### src/rtl/core/sorted_unique_key_table_defines.svh
// assertion macros for the sorted key table
`ifndef SORTED_UNIQUE_KEY_TABLE_DEFINES_SVH
`define SORTED_UNIQUE_KEY_TABLE_DEFINES_SVH

`ifndef SYNTHESIS
// condition holds at every rising clock edge out of reset
`define SUKT_CHECK(label, expr) \
    label: assert property (@(posedge clk) disable iff (!rst_n) (expr)) \
        else $error("sorted key table check failed");
// consequent holds in the cycle after the antecedent
`define SUKT_CHECK_NEXT(label, ante, cons) \
    label: assert property (@(posedge clk) disable iff (!rst_n) (ante) |=> (cons)) \
        else $error("sorted key table sequence check failed");
`else
`define SUKT_CHECK(label, expr)
`define SUKT_CHECK_NEXT(label, ante, cons)
`endif

`endif

### src/rtl/core/sukt_pkg.sv
package sukt_pkg;

    // default table depth
    localparam int CAPACITY_DEFAULT = 64;

    // command codes
    localparam logic [1:0] CMD_ADD    = 2'd0;
    localparam logic [1:0] CMD_REMOVE = 2'd1;
    localparam logic [1:0] CMD_FIND   = 2'd2;

    // status codes
    localparam logic [2:0] STAT_DONE     = 3'd0;
    localparam logic [2:0] STAT_DUP      = 3'd1;
    localparam logic [2:0] STAT_RANGE    = 3'd2;
    localparam logic [2:0] STAT_NOTFOUND = 3'd3;
    localparam logic [2:0] STAT_FULL     = 3'd4;

    // command word
    typedef struct packed {
        logic [1:0]  command;
        logic [15:0] chapter;
        logic [15:0] page;
        logic [15:0] pages_in_chapter;
        logic [5:0]  position;
    } cmd_word_t;

    // response word
    typedef struct packed {
        logic [2:0] status;
        logic [5:0] slot;
        logic [6:0] count;
    } rsp_word_t;

    // one stored entry
    typedef struct packed {
        logic [15:0] chapter;
        logic [15:0] page;
        logic [15:0] pages_in_chapter;
    } entry_t;

endpackage

### src/rtl/core/sorted_unique_key_table.sv
// sorted table of (chapter, page) keys with a page-count payload, held in one ram
// find and add scan up to the first key not below the target; add then shifts the
// later entries up one slot and writes the new one, remove shifts those after pos down
// throughput: one word at a time, set by the single read port walking the entries
// a new word is taken while the previous response still waits in the output register
// reset: entry count cleared at once, ram contents left as is, no clearing pass
`include "sorted_unique_key_table_defines.svh"

module sorted_unique_key_table #(
    parameter int CAPACITY = sukt_pkg::CAPACITY_DEFAULT
) (
    input  logic                clk,
    input  logic                rst_n,
    input  logic                cmd_valid,
    output logic                cmd_ready,
    input  sukt_pkg::cmd_word_t cmd,
    output logic                rsp_valid,
    input  logic                rsp_ready,
    output sukt_pkg::rsp_word_t rsp
);
    import sukt_pkg::*;

    localparam int AW = $clog2(CAPACITY);
    localparam int CW = $clog2(CAPACITY + 1);
    localparam int PW = (CW > 6) ? CW : 6;

    typedef enum logic [4:0] {
        ST_IDLE  = 5'b00001,
        ST_SCAN  = 5'b00010,
        ST_SHIFT = 5'b00100,
        ST_WRITE = 5'b01000,
        ST_RESP  = 5'b10000
    } state_t;

    state_t          state_reg, state_next;
    logic [CW-1:0]   total_reg, total_next;
    cmd_word_t       item_reg, item_next;
    logic [CW-1:0]   scan_idx_reg, scan_idx_next;
    logic            pend_reg, pend_next;
    logic [AW-1:0]   cmp_idx_reg, cmp_idx_next;
    logic [AW-1:0]   at_reg, at_next;
    logic [AW-1:0]   src_reg, src_next;
    logic [AW-1:0]   dst_reg, dst_next;
    logic [CW-1:0]   left_reg, left_next;
    logic            shift_up_reg, shift_up_next;
    logic [2:0]      status_reg, status_next;
    logic [5:0]      slot_reg, slot_next;
    rsp_word_t       out_reg, out_next;
    logic            out_valid_reg, out_valid_next;

    // ram access
    logic            mem_we;
    logic [AW-1:0]   wr_addr;
    entry_t          wr_data;
    logic            mem_re;
    logic [AW-1:0]   rd_addr;
    entry_t          rd_data;

    // scan helpers
    logic [31:0]     key;
    logic [31:0]     rkey;
    logic            stop;
    logic            hit;
    logic [AW-1:0]   stop_at;
    logic [PW-1:0]   pos_ext;
    logic [PW-1:0]   total_ext;

    // response register loads this cycle
    logic            rsp_load;

    sukt_entry_ram #(
        .DEPTH (CAPACITY)
    ) u_ram (
        .clk     (clk),
        .wr_en   (mem_we),
        .wr_addr (wr_addr),
        .wr_data (wr_data),
        .rd_en   (mem_re),
        .rd_addr (rd_addr),
        .rd_data (rd_data)
    );

    assign cmd_ready = (state_reg == ST_IDLE);
    assign rsp_valid = out_valid_reg;
    assign rsp       = out_reg;

    assign key       = {item_reg.chapter, item_reg.page};
    assign rkey      = {rd_data.chapter, rd_data.page};
    assign pos_ext   = PW'(cmd.position);
    assign total_ext = PW'(total_reg);
    assign rsp_load  = (state_reg == ST_RESP) && (!out_valid_reg || rsp_ready);

    // sequencer
    always_comb
    begin
        state_next     = state_reg;
        total_next     = total_reg;
        item_next      = item_reg;
        scan_idx_next  = scan_idx_reg;
        pend_next      = pend_reg;
        cmp_idx_next   = cmp_idx_reg;
        at_next        = at_reg;
        src_next       = src_reg;
        dst_next       = dst_reg;
        left_next      = left_reg;
        shift_up_next  = shift_up_reg;
        status_next    = status_reg;
        slot_next      = slot_reg;
        out_next       = out_reg;
        out_valid_next = out_valid_reg;
        mem_we         = 1'b0;
        wr_addr        = '0;
        wr_data        = '0;
        mem_re         = 1'b0;
        rd_addr        = '0;
        stop           = 1'b0;
        hit            = 1'b0;
        stop_at        = '0;

        // response leaves when taken
        if (out_valid_reg && rsp_ready)
        begin
            out_valid_next = 1'b0;
        end

        unique case (state_reg)
            ST_IDLE:
            begin
                if (cmd_valid)
                begin
                    item_next = cmd;
                    pend_next = 1'b0;
                    unique case (cmd.command) inside
                        CMD_ADD, CMD_FIND:
                        begin
                            scan_idx_next = '0;
                            state_next    = ST_SCAN;
                        end
                        CMD_REMOVE:
                        begin
                            if (pos_ext < total_ext)
                            begin
                                src_next      = AW'(pos_ext + PW'(1));
                                left_next     = total_reg - CW'(1) - CW'(pos_ext);
                                shift_up_next = 1'b0;
                                status_next   = STAT_DONE;
                                slot_next     = cmd.position;
                                state_next    = ST_SHIFT;
                            end
                            else
                            begin
                                status_next = STAT_RANGE;
                                slot_next   = '0;
                                state_next  = ST_RESP;
                            end
                        end
                        default:
                        begin
                            status_next = STAT_RANGE;
                            slot_next   = '0;
                            state_next  = ST_RESP;
                        end
                    endcase
                end
            end

            ST_SCAN:
            begin
                // table is sorted: stop at the first key not below the target
                if (pend_reg && (rkey >= key))
                begin
                    stop    = 1'b1;
                    hit     = (rkey == key);
                    stop_at = cmp_idx_reg;
                end
                else if (!pend_reg && (scan_idx_reg == total_reg))
                begin
                    stop    = 1'b1;
                    stop_at = AW'(total_reg);
                end

                if (stop)
                begin
                    pend_next = 1'b0;
                    if (item_reg.command == CMD_ADD)
                    begin
                        if (hit)
                        begin
                            status_next = STAT_DUP;
                            slot_next   = 6'(stop_at);
                            state_next  = ST_RESP;
                        end
                        else if (total_reg == CW'(CAPACITY))
                        begin
                            status_next = STAT_FULL;
                            slot_next   = '0;
                            state_next  = ST_RESP;
                        end
                        else
                        begin
                            at_next       = stop_at;
                            src_next      = AW'(total_reg - CW'(1));
                            left_next     = total_reg - CW'(stop_at);
                            shift_up_next = 1'b1;
                            status_next   = STAT_DONE;
                            slot_next     = 6'(stop_at);
                            state_next    = ST_SHIFT;
                        end
                    end
                    else
                    begin
                        status_next = hit ? STAT_DONE : STAT_NOTFOUND;
                        slot_next   = hit ? 6'(stop_at) : 6'd0;
                        state_next  = ST_RESP;
                    end
                end
                else if (scan_idx_reg < total_reg)
                begin
                    mem_re        = 1'b1;
                    rd_addr       = AW'(scan_idx_reg);
                    pend_next     = 1'b1;
                    cmp_idx_next  = AW'(scan_idx_reg);
                    scan_idx_next = scan_idx_reg + CW'(1);
                end
                else
                begin
                    pend_next = 1'b0;
                end
            end

            ST_SHIFT:
            begin
                // write back the entry read last cycle, one slot over
                if (pend_reg)
                begin
                    mem_we  = 1'b1;
                    wr_addr = dst_reg;
                    wr_data = rd_data;
                end
                if (left_reg != '0)
                begin
                    mem_re    = 1'b1;
                    rd_addr   = src_reg;
                    pend_next = 1'b1;
                    dst_next  = shift_up_reg ? src_reg + AW'(1) : src_reg - AW'(1);
                    src_next  = shift_up_reg ? src_reg - AW'(1) : src_reg + AW'(1);
                    left_next = left_reg - CW'(1);
                end
                else
                begin
                    pend_next = 1'b0;
                    if (!pend_reg)
                    begin
                        if (shift_up_reg)
                        begin
                            state_next = ST_WRITE;
                        end
                        else
                        begin
                            total_next = total_reg - CW'(1);
                            state_next = ST_RESP;
                        end
                    end
                end
            end

            ST_WRITE:
            begin
                // new entry into the opened slot
                mem_we                   = 1'b1;
                wr_addr                  = at_reg;
                wr_data.chapter          = item_reg.chapter;
                wr_data.page             = item_reg.page;
                wr_data.pages_in_chapter = item_reg.pages_in_chapter;
                total_next               = total_reg + CW'(1);
                state_next               = ST_RESP;
            end

            ST_RESP:
            begin
                if (!out_valid_reg || rsp_ready)
                begin
                    out_next.status = status_reg;
                    out_next.slot   = slot_reg;
                    out_next.count  = 7'(total_reg);
                    out_valid_next  = 1'b1;
                    state_next      = ST_IDLE;
                end
            end

            default:
            begin
                state_next = ST_IDLE;
            end
        endcase
    end

    // control registers
    always_ff @(posedge clk or negedge rst_n)
    begin
        if (!rst_n)
        begin
            state_reg     <= ST_IDLE;
            total_reg     <= '0;
            pend_reg      <= 1'b0;
            out_valid_reg <= 1'b0;
        end
        else
        begin
            state_reg     <= state_next;
            total_reg     <= total_next;
            pend_reg      <= pend_next;
            out_valid_reg <= out_valid_next;
        end
    end

    // payload registers
    always_ff @(posedge clk)
    begin
        item_reg     <= item_next;
        scan_idx_reg <= scan_idx_next;
        cmp_idx_reg  <= cmp_idx_next;
        at_reg       <= at_next;
        src_reg      <= src_next;
        dst_reg      <= dst_next;
        left_reg     <= left_next;
        shift_up_reg <= shift_up_next;
        status_reg   <= status_next;
        slot_reg     <= slot_next;
        out_reg      <= out_next;
    end

    // checks
    `SUKT_CHECK(a_total_bound, total_reg <= CW'(CAPACITY))
    `SUKT_CHECK(a_write_in_table, !mem_we || (CW'(wr_addr) <= total_reg))
    `SUKT_CHECK_NEXT(a_accept_busy, cmd_valid && cmd_ready, !cmd_ready)
    `SUKT_CHECK_NEXT(a_rsp_count, rsp_load, out_valid_reg && (out_reg.count == 7'(total_reg)))

endmodule

### src/rtl/core/sukt_entry_ram.sv
module sukt_entry_ram #(
    parameter int DEPTH = sukt_pkg::CAPACITY_DEFAULT
) (
    input  logic                       clk,
    input  logic                       wr_en,
    input  logic [$clog2(DEPTH)-1:0]   wr_addr,
    input  sukt_pkg::entry_t           wr_data,
    input  logic                       rd_en,
    input  logic [$clog2(DEPTH)-1:0]   rd_addr,
    output sukt_pkg::entry_t           rd_data
);
    import sukt_pkg::*;

    entry_t mem [DEPTH];
    entry_t rd_data_reg;

    // write port
    always_ff @(posedge clk)
    begin
        if (wr_en)
        begin
            mem[wr_addr] <= wr_data;
        end
    end

    // registered read port, holds when idle
    always_ff @(posedge clk)
    begin
        if (rd_en)
        begin
            rd_data_reg <= mem[rd_addr];
        end
    end

    assign rd_data = rd_data_reg;

endmodule
### config.mk
export PLATFORM = sky130hd
export DESIGN_NAME = sorted_unique_key_table
export DESIGN_NICKNAME = d
export VERILOG_FILES = /design/src/rtl/core/sukt_pkg.sv /design/src/rtl/core/sorted_unique_key_table.sv /design/src/rtl/core/sukt_entry_ram.sv
export VERILOG_INCLUDE_DIRS = /design/src /design/src/rtl/core
export SDC_FILE = /design/constraint.sdc
export NUM_CORES = 2
export LEC_CHECK = 0
export ABC_AREA = 0
export BUFFER_PORTS_ARGS = -buffer_cell sky130_fd_sc_hd__buf_2
export CORE_ASPECT_RATIO = 1.25
export CORE_MARGIN = 8
export CORE_UTILIZATION = 40
export CTS_BUF_LIST = sky130_fd_sc_hd__clkbuf_16
export DETAILED_ROUTE_END_ITERATION = 6
export PLACE_DENSITY_LB_ADDON = 0.15
export SYNTH_ARGS = -nofsm -noshare
export SYNTH_HDL_FRONTEND = slang
export SYNTH_SLANG_ARGS = --single-unit
### constraint.sdc
create_clock -name clk -period 7.4 [get_ports clk]
set_input_delay 1.11 -clock clk [delete_from_list [all_inputs] [get_ports clk]]
set_output_delay 1.11 -clock clk [all_outputs]
set_load 0.1 [all_outputs]
==> results.sh <==
export IMPL_syn_avg_cell_area_sq_um=14.2
export IMPL_worstMarginPinSlew_ns=1.40
export IMPL_via_per_inst=5.76
export IMPL_postRouteAntennaNets=0
export IMPL_crit_fanout=24
export IMPL_layout_commonest_cell="edfxtp_1"
export IMPL_final_cell_mix="edfxtp_1, nand2_1, nand3_1"
export IMPL_cts_root_buf="clkbuf_16"
export IMPL_synth_edf_count=2178
export IMPL_ys_warn_count=0
export IMPL_finalCritPeriodShare_pct=79.9
export IMPL_rows=192
export IMPL_setup_tns_ns=0
export IMPL_routed_wl_mm=284
export IMPL_drt_iter0_drc=5965
export IMPL_final_hold_viol_count=0
export IMPL_synth_top_area_share_pct=74.2
export IMPL_io_pin_count=78
export IMPL_synthFlopType="edfxtp_1"
export IMPL_reg2reg_depth=16
export IMPL_cp_end_kind="register"
export IMPL_drtPass1Iterations=6
export IMPL_r2r_start="u_ram.rd_data[45]"
export IMPL_vdd_drop_max_v=0.000207
export IMPL_hp_class="input port to async pin"
export IMPL_crit_end="u_ram.rd_data[45]"
export IMPL_antenna_found_initial=25
export IMPL_drc=0
export IMPL_ys_seq_elements=2192
export IMPL_multi_input_area_sq_um=21400
export IMPL_hold_worst_slack_ns=0.170
export IMPL_num_nets_final=6504
export IMPL_chipHeight_microns=541
export IMPL_cellLeakagePower_nw=32.1
export IMPL_maxSlewHeadroom_pct=6.66
export IMPL_critPathLaunchType="register"
export IMPL_synth_cell_types=92
export IMPL_hold_buffers=0
export IMPL_worst_r2r_setup_slack_ns=1.49
export IMPL_syn2layout_area_growth_pct=13.8
export IMPL_path_clk_slew_ns=0.07
export IMPL_crit_type="register to register"
export IMPL_grt_overflow=0
export IMPL_numCtsBuffers=219
export IMPL_maxCapViolCount=0
export IMPL_grt_usage_pct=23.2
export IMPL_die_area_sq_um=236000
export IMPL_synth_top_area_cell="edfxtp_1"
export IMPL_largest_reg_flops=2048
export IMPL_cp_startpoint="u_ram.rd_data[45]"
export IMPL_netlist_instances=6193
export IMPL_layout_drive_gt1_share_pct=11.6
export IMPL_r2r_end="u_ram.rd_data[45]"
export IMPL_tritoncts="done"
export IMPL_power_density_nw_per_um2=308
export IMPL_grt_max_degree=134
export IMPL_clock_skew_ns=0.0670
export IMPL_start_util_pct=40.2
export IMPL_insertion_delay_ns=0.89
export IMPL_routabilityCongestion=0.881
export IMPL_filler_cell_count=19300
export IMPL_synth_area_leaders="edfxtp_1, nand2_1, mux2i_1"
export IMPL_grt_pass1_wl_mm=399
export IMPL_cts_setup_buffers=0
export IMPL_dpl_hpwl_mm=170
export IMPL_io_buffers=61
export IMPL_netlist_area_sq_um=88100
export IMPL_critPathArrivalTime_ns=6.64
export IMPL_core_sq_um=219000
export IMPL_cts_buffer_depth=4
export IMPL_grt_pass1_vias=52900
export IMPL_ctsResizeCount=0
export IMPL_async_flop_share_pct=0.639
export IMPL_fp_dieW_microns=436
export IMPL_outcome="finished, final reports clean"
export IMPL_cp_required_ns=8.12
export IMPL_ys_seq_area_share_pct=74.6
export IMPL_wl_per_cell_microns=30.0
export IMPL_regArea_sq_um=65800
export IMPL_syn_nets=6320
export IMPL_ctsHtreeMaxLevel=4
export IMPL_cts_num_sinks=2192
export IMPL_period_needed_ns=5.91
export IMPL_grt_setup_unrepaired="false"
export IMPL_max_freq_mhz=169
export IMPL_vias=54700
export IMPL_setup_viol=0
export IMPL_slew_viol_final=0
-- how the worst min path moves through the flow --
| stage | endpoint | slack (ns) | cells after the start |
|---|---|---|---|
| global route | total_ext[2] | 0.16 | 1 |
| CTS | total_ext[2] | 0.13 | 1 |
| detailed placement | rsp[14] | 0.41 | 0 |
| floorplan | rsp[10] | 0.40 | 0 |
| global placement | rsp[14] | 0.40 | 0 |
| finish | total_ext[4] | 0.17 | 1 |
-- cell type report --
type / count / area share [%]
Inverter: 72 / 0.271
Timing Repair Buffer: 316 / 2.51
Tap cell: 2910 / 3.63
Antenna cell: 30 / 0.0749
Sequential cell: 2192 / 65.6
Multi-Input combinational cell: 3576 / 21.3
Clock buffer: 221 / 5.52
Clock inverter: 170 / 1.08
-- cells in the mapped netlist (all sizes together) (17+ instances only) --
library cell and instances:
a31oi 68, buf 215, nor2 195, xnor2 31, nand4 23, a32oi 178, nand3 546, inv 71
and3 29, mux2i 360, nor3 20, o21ai 97, a21oi 177, o22ai 129, a22oi 30, clkbuf 138
a22o 17, nand2 1386, ha 66, edfxtp 2178
-- metrics by stage --
step,cell area [sq um],util (%),setup slack [ns],power (mW),std cells
floorplan,88100,-,2.36,18.0,6193
global placement,93600,42.7,1.53,20.6,9066
detailed placement,93600,42.7,1.48,20.7,9066
CTS,100000,45.7,1.47,31.1,9457
global route,100000,45.8,1.29,31.9,9484
finish,100000,45.8,1.49,30.9,9487
-- critical path, stage by stage, from the launching register on --
cell and delay (ns):
edfxtp_1 0.47, ha_1 0.34, nand4_1 0.26, nor4_2 0.49
nand3_1 0.20, o2111ai_2 0.26, o21ai_1 0.24, buf_4 0.25
a32oi_4 0.29, buf_4 0.60, nand2_4 0.47, buf_4 0.37
buf_4 0.21, o22ai_1 0.17, a21oi_1 0.07, o21ai_0 0.68
a21o_1 0.29
-- power breakdown --
part           internal, mW  switching, mW
clock                  5.80           4.70
sequential             14.0          0.223
combinational          1.81           4.37
-- kinds of logic after synthesis --
logic type,after synthesis,synth area share [%]
buffers and inverters,425,2.25
adders and majority gates,67,0.960
and+or+nand+nor,2258,10.9
DFF,2192,74.6
AOI/OAI and AO/OA,842,6.71
xor gates and xnor gates,43,0.427
muxes,366,4.17
-- metal layers --
metal	global-route usage [%]	routed length [microns]	share of wire [%]	vias to the layer above
li1	-	-	-	23800
met1	30.8	115000	41	28200
met2	38.7	137000	48	2128
met3	3.04	19000	6.7	474
met5	0	69	0.024	-
met4	9.63	12900	4.6	10
Power figures use the tool's default switching activity.
